<file path="src/hw/rtl/pshp_pkg.sv">
// ----------------------------------------------------------------------------
// pshp_pkg
// Types and constants shared by the PC-sample histogram profiler modules.
// ----------------------------------------------------------------------------
package pshp_pkg;

  // Input item kinds
  localparam logic [2:0] KIND_TICK        = 3'd0;
  localparam logic [2:0] KIND_START       = 3'd1;
  localparam logic [2:0] KIND_START_CLEAR = 3'd2;
  localparam logic [2:0] KIND_STOP        = 3'd3;
  localparam logic [2:0] KIND_READ        = 3'd4;

  // Result status codes
  localparam logic [1:0] STATUS_OK     = 2'd0;
  localparam logic [1:0] STATUS_BEYOND = 2'd1;
  localparam logic [1:0] STATUS_BAD    = 2'd2;

  // Configuration register indexes
  localparam int unsigned CFG_IDX_W = 2;
  localparam logic [CFG_IDX_W-1:0] CFG_MIN_PC      = 2'd0;
  localparam logic [CFG_IDX_W-1:0] CFG_MAX_PC      = 2'd1;
  localparam logic [CFG_IDX_W-1:0] CFG_US_PER_TICK = 2'd2;

  // Header layout
  localparam int unsigned HDR_CELLS   = 6;
  localparam int unsigned CELL_TOTAL  = 0;
  localparam int unsigned CELL_OUTSIDE = 1;
  localparam int unsigned CELL_US     = 2;
  localparam int unsigned CELL_NBUF   = 3;
  localparam int unsigned CELL_SIZE   = 4;
  localparam int unsigned CELL_LOG    = 5;
  localparam logic [31:0] CELL_BYTES  = 32'd4;
  localparam logic [31:0] US_PER_TICK_RST = 32'd1000;

  typedef struct packed {
    logic [2:0]  kind;
    logic [31:0] pc;
    logic [11:0] word_index;
    logic [4:0]  read_count;
  } in_item_t;

  typedef struct packed {
    logic [31:0] data;
    logic [1:0]  status;
    logic        last;
  } out_item_t;

  // Commands from controller to datapath
  typedef struct packed {
    logic       load_item;
    logic       set_en;
    logic       clr_en;
    logic       clr_start;
    logic       clr_step;
    logic       tick_eval;
    logic       tick_rd;
    logic       tick_wr;
    logic       rd_setup;
    logic       rd_issue;
    logic       out_load;
    logic       out_word;
    logic [1:0] out_status;
  } cmd_t;

  // Status from datapath to controller
  typedef struct packed {
    logic [2:0] kind;
    logic       enabled;
    logic       in_bucket;
    logic       rd_beyond;
    logic       rd_last;
    logic       sweep_last;
    logic       out_free;
  } sts_t;

endpackage

</file>
<file path="src/hw/rtl/pshp_ctrl.sv">
// ----------------------------------------------------------------------------
// pshp_ctrl
// Controller state machine: sequences clearing sweeps, tick updates, reads
// and result transfers through commands to the datapath.
// ----------------------------------------------------------------------------
module pshp_ctrl import pshp_pkg::*; (
  input  logic clk,
  input  logic rst_n,
  input  logic in_valid,
  output logic in_ready,
  input  sts_t sts,
  output cmd_t cmd
);

  typedef enum logic [2:0] {
    S_CLEAR,
    S_IDLE,
    S_DISPATCH,
    S_TICK_RD,
    S_TICK_WR,
    S_RD_ISSUE,
    S_RD_OUT,
    S_RESP
  } state_t;

  state_t     state_r, state_nxt;
  logic       clr_resp_r, clr_resp_nxt;
  logic [1:0] resp_status_r, resp_status_nxt;

  assign in_ready = state_r == S_IDLE;

  // Next state and commands
  always_comb begin
    state_nxt       = state_r;
    clr_resp_nxt    = clr_resp_r;
    resp_status_nxt = resp_status_r;
    cmd             = '0;
    cmd.out_status  = STATUS_OK;
    unique case (state_r)
      S_CLEAR: begin
        cmd.clr_step = 1'b1;
        if (sts.sweep_last) begin
          state_nxt = clr_resp_r ? S_RESP : S_IDLE;
        end
      end
      S_IDLE: begin
        if (in_valid) begin
          cmd.load_item = 1'b1;
          state_nxt     = S_DISPATCH;
        end
      end
      S_DISPATCH: begin
        resp_status_nxt = STATUS_OK;
        state_nxt       = S_RESP;
        unique case (sts.kind)
          KIND_TICK: begin
            if (sts.enabled) begin
              cmd.tick_eval = 1'b1;
              if (sts.in_bucket) begin
                state_nxt = S_TICK_RD;
              end
            end
          end
          KIND_START: cmd.set_en = 1'b1;
          KIND_STOP:  cmd.clr_en = 1'b1;
          KIND_START_CLEAR: begin
            cmd.clr_start = 1'b1;
            cmd.set_en    = 1'b1;
            clr_resp_nxt  = 1'b1;
            state_nxt     = S_CLEAR;
          end
          KIND_READ: begin
            if (sts.rd_beyond) begin
              resp_status_nxt = STATUS_BEYOND;
            end else begin
              cmd.rd_setup = 1'b1;
              state_nxt    = S_RD_ISSUE;
            end
          end
          default: resp_status_nxt = STATUS_BAD;
        endcase
      end
      S_TICK_RD: begin
        cmd.tick_rd = 1'b1;
        state_nxt   = S_TICK_WR;
      end
      S_TICK_WR: begin
        cmd.tick_wr = 1'b1;
        state_nxt   = S_RESP;
      end
      S_RD_ISSUE: begin
        cmd.rd_issue = 1'b1;
        state_nxt    = S_RD_OUT;
      end
      S_RD_OUT: begin
        // Hold the word until the result register is free
        if (sts.out_free) begin
          cmd.out_load = 1'b1;
          cmd.out_word = 1'b1;
          state_nxt    = sts.rd_last ? S_IDLE : S_RD_ISSUE;
        end
      end
      S_RESP: begin
        if (sts.out_free) begin
          cmd.out_load   = 1'b1;
          cmd.out_status = resp_status_r;
          clr_resp_nxt   = 1'b0;
          state_nxt      = S_IDLE;
        end
      end
      default: state_nxt = S_IDLE;
    endcase
  end

  // State and registered flags
  always_ff @(posedge clk) begin
    if (!rst_n) begin
      state_r       <= S_CLEAR;
      clr_resp_r    <= 1'b0;
      resp_status_r <= STATUS_OK;
    end else begin
      state_r       <= state_nxt;
      clr_resp_r    <= clr_resp_nxt;
      resp_status_r <= resp_status_nxt;
    end
  end

  // No item is taken in while a clearing sweep runs
  a_no_accept_in_clear: assert property (@(posedge clk) disable iff (!rst_n)
    state_r == S_CLEAR |-> !cmd.load_item)
    else $error("item accepted during clearing sweep");

  // An accepted item is dispatched in the next cycle
  a_dispatch_follows: assert property (@(posedge clk) disable iff (!rst_n)
    cmd.load_item |=> state_r == S_DISPATCH)
    else $error("accepted item not dispatched");

  // A tick memory write always follows its read
  a_tick_rmw: assert property (@(posedge clk) disable iff (!rst_n)
    cmd.tick_rd |=> cmd.tick_wr)
    else $error("tick read without write back");

endmodule

</file>
<file path="config.mk">
export PLATFORM = sky130hd
export DESIGN_NAME = pshp_ctrl
export DESIGN_NICKNAME = d
export VERILOG_FILES = /design/src/hw/rtl/pshp_pkg.sv /design/src/hw/rtl/pshp_ctrl.sv
export SDC_FILE = /design/constraint.sdc
export NUM_CORES = 1
export LEC_CHECK = 0
export BUFFER_PORTS_ARGS = -buffer_cell sky130_fd_sc_hd__buf_2
export CORE_AREA = 2 2 39 41
export CTS_BUF_LIST = sky130_fd_sc_hd__clkbuf_8 sky130_fd_sc_hd__clkbuf_16
export DETAILED_ROUTE_END_ITERATION = 8
export DIE_AREA = 0 0 41 43
export PLACE_DENSITY = 0.71
export SLEW_MARGIN = 20
export SYNTH_ARGS = -nofsm -noshare
export SYNTH_HDL_FRONTEND = slang
export SYNTH_SLANG_ARGS = --single-unit
export TNS_END_PERCENT = 1
</file>
<file path="constraint.sdc">
create_clock -name clk -period 1.6 [get_ports clk]
set_clock_uncertainty 0.05 [all_clocks]
set_input_delay 0.08 -clock clk [delete_from_list [all_inputs] [get_ports clk]]
set_output_delay 0.08 -clock clk [all_outputs]
set_load 0.02 [all_outputs]
</file>
# == Word-level counts from Yosys, hierarchy flattened ==
# Cells that the tools add are included.
# word_totals
regBits,6
inputBits,12
out_inout_bits,15
elab_cells,64
# op_classes
n_eq_ne,16
mux,38
reduce_logical,7
# op_table
cell,n
$mux 3,9
$pmux 3 s8,1
$mux 1,20
$eq 3x3->1 const B,5
$eq 3x2->1 const B,4
$pmux 3 s3,1
$mux 2,4
$ne 2x2->1 const B,4
$eq 3x1->1 const B,2
$logic_not 3->1,2
$pmux 1 s2,2
$pmux 2 s2,1
$reduce_and 4->1,1
$reduce_or 4->1,1
$reduce_and 3->1,1
$ne 2x1->1 const B,1
$reduce_bool 2->1,1
$reduce_or 2->1,1

# == Longest topological paths before layout ==
# Gate-level depths: netlist of the first run.
# logic_depth
ltp_word,4
depth_mapped,5

# == Worst setup path before layout of the first run ==
# No wires, ideal clock.
# synth_timing
kind,register to output
start,reg state_r[0]
end,out cmd[5] (netlist bit)
arrival_time_ns,1.527
t_required_ns,1.470
path_slack_ns,-0.057
path_stages_with_launch,4
path_buffers,1
cell_sequence,dfxtp_1 > or3b_1 > buf_6 > nor4_1
# synth_lines
item,line,source
"start, declared",pshp_ctrl.sv:26,"state_t state_r, state_nxt;"
"start signal, assigned",pshp_ctrl.sv:122,state_r <= state_nxt;
"end, declared",pshp_ctrl.sv:12,output cmd_t cmd

==> results of run 1 <==
final cells by class:
cell class	count	area (um2)
clock buffers	3	41.3
fillers	133	666
inverters	2	7.51
multi-input cells	54	372
flip-flops and latches	6	120
well taps	16	20.0
repair buffers	29	158
per-stage QoR:
step                      power [W]  hold WS, ps  std cells
final                       0.00117         71.6        110
after global routing        0.00126          104        110
after CTS                   0.00116         76.0        110
after detailed placement   0.000912          307        107
after global placement     0.000905          305        107
after floorplan            0.000747          164         67
cells by family (layout without fill, tap and decap cells):
family / after synthesis / after routing
AO/OA/AOI/OAI: 16 / 16
multiplexers: 1 / 1
flip-flops: 6 / 6
buffers and inverters: 7 / 34
AND/OR/NAND/NOR: 36 / 36
XOR/XNOR: 1 / 1
final timing paths:
check,end,from
worst min register to register,resp_status_r[1]$_SDFFE_PN0P_,resp_status_r[1]$_SDFFE_PN0P_
worst min-delay path,state_r[1]$_SDFFE_PN0P_,rst_n
worst max-delay path,cmd[5],state_r[2]$_SDFFE_PN0P_
worst max register to register,state_r[0]$_SDFFE_PN0P_,state_r[0]$_SDFFE_PN0P_
where the power goes:
part | internal [W] | switching, W
combinational | 0.000286 | 0.000438
sequential | 0.000194 | 0.0000203
clock | 0.000162 | 0.0000680
total | 0.000642 | 0.000527
sequential cells by signal, summed over array words and instances (netlist names):
| name | count |
|---|---|
| state_r | 3 |
| resp_status_r | 2 |
| clr_resp_r | 1 |
per-layer routing:
layer | part of all wire | wire (um) | GRT usage
met5 | 0 | 0 | 0
met4 | 0 | 0 | 0.0600
met3 | 0.054 | 73 | 0.0314
met2 | 0.49 | 655 | 0.234
met1 | 0.46 | 614 | 0.212
cell usage after synthesis, types with 2 or more instances:
library cell	count	area [um2]
sky130_fd_sc_hd__dfxtp_1	6	120
sky130_fd_sc_hd__nand2_1	6	22.5
sky130_fd_sc_hd__a21oi_1	5	25.0
sky130_fd_sc_hd__and3_1	5	31.3
sky130_fd_sc_hd__nor2_1	5	18.8
sky130_fd_sc_hd__nor3_1	4	20.0
sky130_fd_sc_hd__buf_2	3	15.0
sky130_fd_sc_hd__nor3b_1	3	22.5
sky130_fd_sc_hd__inv_1	2	7.51
sky130_fd_sc_hd__nor2b_1	2	12.5
sky130_fd_sc_hd__o21ai_0	2	10.0
worst max-delay path: stages, from the launching register on:
cell	delay, ps
sky130_fd_sc_hd__dfxtp_1	300
sky130_fd_sc_hd__or3b_4	470
sky130_fd_sc_hd__nor4_4	240
sky130_fd_sc_hd__buf_4	180
==> results summary, run 1 <==
The maximum fanout count along the critical path came out at 7. The count of maximum capacitance violations is 0. The summed area of non-filler cells in the final layout is 718 um2.

The tightest slew margin relative to the limit is 0.851. The count of unresolved DRC violations after routing came out at 0. The largest net degree at the start of global routing is 16. Buffers inserted during clock tree synthesis total 3. The number of post-CTS setup repair buffers came out at 0. The class of the most critical setup path is reg -> out. The via density per instance came out at 5.31. The minimum setup slack in the final design came out at 54.5 ps. In this run the number of H-tree levels came out at 1. The overall routed net length came out at 1.34 mm.

The count of hold-fix buffers inserted at cts came out at 0. The cell area power density is 1630 mW/mm2. The cell chosen for the clock root is sky130_fd_sc_hd__clkbuf_8.

The share of synthesized area spent on multiplexers is 0.0196. The total clock sinks is 6. The setup total negative slack came out at 0 ps. The share of synthesized area occupied by flip-flops and latches is 0.235. STA puts the critical path data required time at 1470 ps. Once layout is complete, the utilization of the core stands at 0.519.

0 antenna diodes ended up in the layout. The number of cells produced by synthesis came out at 67. 27 I/O pins were placed. The number of nets handed over by synthesis was 79. Leaving out fill and tap cells, the most frequent cells in the layout are 24 x sky130_fd_sc_hd__buf_2, 6 x sky130_fd_sc_hd__nand2_1, 6 x sky130_fd_sc_hd__dfxtp_1. The fraction of synthesized cell area in xor and xnor cells came out at 0.0171. Synthesis inferred 6 register bits. The overall die height is 43 um. By area, the combinational part of the netlist is dominated by simple AND/OR/NAND/NOR gates. The total standard cell area after synthesis came out at 512 um2. The initial utilization of the core area, before any placement, comes to 0.370. Counting flops with an async set or reset pin after synthesis yields a share of 0. The die area is 0.00176 mm2. The clock latency reported for the late side of the worst-skew pair is 220 ps. The post-route antenna net violation count is 0. The total iterations of the first detailed-routing run is 4. In this run, synthesis inferred 0 flip-flops with an integrated enable. The count of buffers from port buffering came out at 26. The maximum clock frequency came out at 647 MHz.

Of the total synthesized cell area, the portion taken by full adders, half adders and majority gates is 0. The count of vias placed by the detailed router came out at 584. Setup violations remaining at the end of the flow were counted as 0. The mean instance size in the synthesized netlist is 7.64 um2. In the global route stage, overall resource usage came out at 0.157. The HPWL after detailed placement is 949 um.

The via count of the first global-routing pass is 491. The slack of the worst reg-to-reg path came out at 290 ps. The final layout contains 108 nets.

The max-slew violation count is 0. In the final layout, the share of cells above drive strength 1 is 0.426. The count of warnings emitted by yosys is 0. The part of the cycle the worst path needs is 0.966. The clock passes through at most 2 buffers.

The post-placement worst setup slack came out at 169 ps. The reported leakage power came out at 0.355 nW. STA classifies the critical path endpoint as a primary output. The clock-pin slew of the registers on the worst-case setup and hold paths came out at 40 ps. The worst register-to-register path has a depth of 4. The top flip-flop cell by instance count after synthesis is sky130_fd_sc_hd__dfxtp_1. The post-CTS resize count came out at 1. The iteration-0 DRC count of the detailed router came out at 4.

Counting distinct cell types in the post-synthesis netlist gives 35. The post-synthesis simple-gate area fraction is 0.438. STA classifies the critical path startpoint as a flip-flop. The compound-gate portion of the synthesized area came out at 0.218. The total core area came out at 0.00138 mm2. The worst endpoint data arrival time came out at 1420 ps. The pin slew with the least headroom to its limit came out at 218 ps.

Once placement finished, the instance area stood at 661 um2. The post-synthesis to final-layout area growth came out at 40.3%. The total overflow left after global routing is 0. The first global-routing pass estimated 1.93 mm of wire. At the end of routability-driven placement, the weighted congestion stood at 0.797.

The number of antenna violations at the first check in global routing is 0. Setup repair after global routing left no endpoint under its margin. The number of failing hold endpoints at the final stage came out at 0. The die is 41 um wide. The floorplan has 14 rows. The flow ran to the end, and the final reports show no timing, DRC or antenna violations. The maximum resistive drop on vdd came out at 0.000692 V. Leaving out fill and tap cells, the most frequent cell in the layout is sky130_fd_sc_hd__buf_2. The worst path in the final design needs a cycle of 1550 ps, including I/O delays and setup.

TritonCTS built the clock tree. The worst hold-check path type is in -> reg. Dividing the detail-routed wire length by the instance count gives 12.2 um. The worst hold path depth came out at 3.
(Power assumes the default switching activity.)
==> run 2, diff against run 1 <==
--- a/config.mk
+++ b/config.mk
@@ -8,7 +8,9 @@
 export BUFFER_PORTS_ARGS = -buffer_cell sky130_fd_sc_hd__buf_2
-export CORE_AREA = 2 2 39 41
+export CELL_PAD_IN_SITES_DETAIL_PLACEMENT = 0
+export CELL_PAD_IN_SITES_GLOBAL_PLACEMENT = 1
+export CORE_AREA = 4 4 48 50
 export CTS_BUF_LIST = sky130_fd_sc_hd__clkbuf_8 sky130_fd_sc_hd__clkbuf_16
 export DETAILED_ROUTE_END_ITERATION = 8
-export DIE_AREA = 0 0 41 43
-export PLACE_DENSITY = 0.71
+export DIE_AREA = 0 0 52 54
+export PLACE_DENSITY = 0.73
 export SLEW_MARGIN = 20
--- a/constraint.sdc
+++ b/constraint.sdc
@@ -4,2 +4,2 @@
 set_output_delay 0.08 -clock clk [all_outputs]
-set_load 0.02 [all_outputs]
+set_load 0.005 [all_outputs]
==> run 2 against run 1 <==
Final cell count grew 10%. Highest routed layer unchanged. Global-route usage shrank 5.2 points. Sequential cell count is the same. Via count shrank 1.2%. Critical path type unchanged. Fmax grew 4.5%. Largest cell class unchanged. Final area shrank 0.87%. Register-to-register slack lost 20 ps. Critical path depth is the same. Sequential share of layout area grew 0.15 points. Clock power shrank 4%.
==> results summary, run 2 (synthesized netlist as in run 1, its figures left out) <==
The number of failing hold endpoints at the final stage came out at 0 (unchanged). The routed metal-1 wirelength came to 594 um (-3.3%). The post-placement worst setup slack came out at 262 ps (+93.1 ps).

The worst path required time came out at 1470 ps (about the same). The overall die width came out at 52 um (+27%). The final count of negative-setup-slack endpoints is 0 (unchanged). The count of vias placed by the detailed router came out at 577 (-1.2%). The clock-pin slew of the registers on the worst-case setup and hold paths came out at 30 ps (about the same).

The iteration-0 DRC count of the detailed router came out at 9 (+5). The area used by multi-input combinational logic is 357 um2 (-4.0%). The final layout net count came to 108 (unchanged).

The average wire length per cell after detail routing is 11.3 um (-7.8%). The leftover overflow at the end of global routing was 0 (unchanged). The number of primary I/O pins came out at 27 (unchanged). The ratio of cells with drive above 1 in the final layout is 0.415 (-0.0106). The count of unresolved DRC violations after routing came to 0 (unchanged).

The part of the cycle the worst path needs came out at 0.925 (-0.0413). The area growth from synthesis to layout is 39.1%. The non-filler instance count after layout was 121 (+10%). The global-route wire length before repair is 2.14 mm (+11%). The via density per instance is 4.77 (-10%).

The post-route antenna net violation count came out at 0 (unchanged). The tightest slew margin relative to the limit is 0.846 (-0.00478). The number of post-CTS setup repair buffers came out at 0 (unchanged).

The total clock sinks was 6 (unchanged). The initial core utilization came to 0.269 (-0.101). The maximum clock frequency is 676 MHz (+4.5%). The maximum resistive drop on vdd was 0.000492 V (-29%). The count of maximum capacitance violations is 0 (unchanged). The library cell used most frequently in the layout, excluding fill and tap cells, is sky130_fd_sc_hd__buf_2.

The total core area came out at 0.00190 mm2 (+37%). The minimum clock period is 1480 ps (-66.1 ps). The critical path in this run is classified as reg -> out. The number of CTS-inserted buffers came out at 3 (unchanged). The routability-driven placement congestion ratio came out at 0.736 (-7.6%).

The total instance count after detailed placement came out at 118 (+10%). The post-CTS resize count came to 0 (-1). The worst endpoint data arrival time came out at 1350 ps (-70 ps). The register with the most flip-flops in the final layout is state_r. The routed length on met2 is 669 um (+2.1%). Setup repair after global routing left no endpoint under its margin.

The length of routed met3 wiring is 99 um (+36%). The overall die height came out at 54 um (+26%). The summed area of non-filler cells in the final layout is 712 um2 (-0.87%). The cell sitting at the root of the clock tree is a sky130_fd_sc_hd__clkbuf_8. The clock latency reported for the late side of the worst-skew pair is 220 ps (about the same). The flip-flop count of the largest register, all copies and words added is 3 (unchanged). The overall track demand over capacity in global routing came out at 0.104 (-0.0523). The maximum clock insertion buffer count came out at 2 (unchanged). The cell area power density is 1490 mW/mm2 (-8.5%). The placed standard-cell area was 668 um2 (+1.1%). The via count of the first global-routing pass is 514 (+4.7%). The clock tree from TritonCTS is yes.

The max-slew violation count was 0 (unchanged). The largest net degree at the start of global routing is 16 (unchanged). The setup total negative slack was 0 ps (unchanged). The top cell types in the final layout, fill and taps aside, are 26 x sky130_fd_sc_hd__buf_2, 6 x sky130_fd_sc_hd__nand2_1, 6 x sky130_fd_sc_hd__dfxtp_1. The number of core rows came out at 16 (+2).

STA classifies the critical path endpoint as a primary output. The number of inserted diodes came to 0 (unchanged). The sequential cell area in the final layout came to 120 um2 (unchanged).

The post-DP HPWL came to 1.04 mm (+9.5%). The largest registers in the layout are state_r (3), resp_status_r (2), clr_resp_r (1). The maximum level of the CTS H-tree came out at 1 (unchanged). The number of antenna violations at the first check in global routing was 0 (unchanged).

STA classifies the critical path startpoint as a flip-flop. The worst hold path belongs to the class in -> reg. In this run the top signal layer used is met3.

The maximum fanout count along the critical path was 7 (unchanged). The count of buffers from port buffering is 26 (unchanged). The die area is 0.00281 mm2 (+59%). The total iterations of the first detailed-routing run came out at 4 (unchanged). The overall routed net length was 1.36 mm (+1.4%). The reported leakage power is 0.352 nW (-0.81%). The minimum setup slack in the final design is 121 ps (+66.1 ps). The flow ran to the end, and the final reports show no timing, DRC or antenna violations. The count of filler cells inserted in the layout came to 219 (+65%).

The pin slew with the least headroom to its limit is 225 ps (+6.97 ps). The count of hold-fix buffers inserted at cts came out at 0 (unchanged).
## run 2: cell count changes in the layout (fill, tap and decap cells not counted)
cell / before / now
sky130_fd_sc_hd__nor4_1: 0 / 1
sky130_fd_sc_hd__buf_4: 5 / 3
sky130_fd_sc_hd__nor4_4: 1 / 0
sky130_fd_sc_hd__buf_2: 24 / 26
## run 2: per-stage QoR
| stage | utilization | hold WS, ps | total power (W) |
|---|---|---|---|
| floorplan | - | 145 | 0.000658 |
| global placement | 0.351 | 310 | 0.000826 |
| detailed placement | 0.351 | 306 | 0.000827 |
| CTS | 0.373 | 78.1 | 0.00105 |
| global route | 0.374 | 100 | 0.00115 |
| finish | 0.374 | 79.8 | 0.00106 |
## run 2: cell type report
class                           instances  share of cell area
Clock buffer                            3              0.0580
Inverter                                2              0.0105
Multi-Input combinational cell         54               0.501
Sequential cell                         6               0.169
Tap cell                               27              0.0475
Timing Repair Buffer                   29               0.214
## run 2: final timing paths
path / from / endpoint / slack, ps / cells after the start
worst max register to register: state_r[0]$_SDFFE_PN0P_ / state_r[0]$_SDFFE_PN0P_ / 270 / 4
worst min register to register: resp_status_r[1]$_SDFFE_PN0P_ / resp_status_r[1]$_SDFFE_PN0P_ / 400 / 2
worst min-delay path: rst_n / state_r[2]$_SDFFE_PN0P_ / 80 / 3
worst max-delay path: state_r[2]$_SDFFE_PN0P_ / cmd[5] / 120 / 3
## run 2: power by group
part           internal (W)  switching (W)  total (W)
registers          0.000194      0.0000205   0.000215
logic              0.000280       0.000344   0.000625
clock network      0.000161      0.0000596   0.000221
## run 2: routing by layer
layer / track usage / vias to the layer above
li1: - / 294
met1: 0.111 / 266
met2: 0.182 / 17
met3: 0.0443 / 0
met4: 0.0393 / 0
met5: 0 / -
## run 2: worst max-delay path: stages (launching register included)
cell and delay [ps]:
sky130_fd_sc_hd__dfxtp_1 300, sky130_fd_sc_hd__or3b_4 450, sky130_fd_sc_hd__nor4_1 230, sky130_fd_sc_hd__buf_2 150
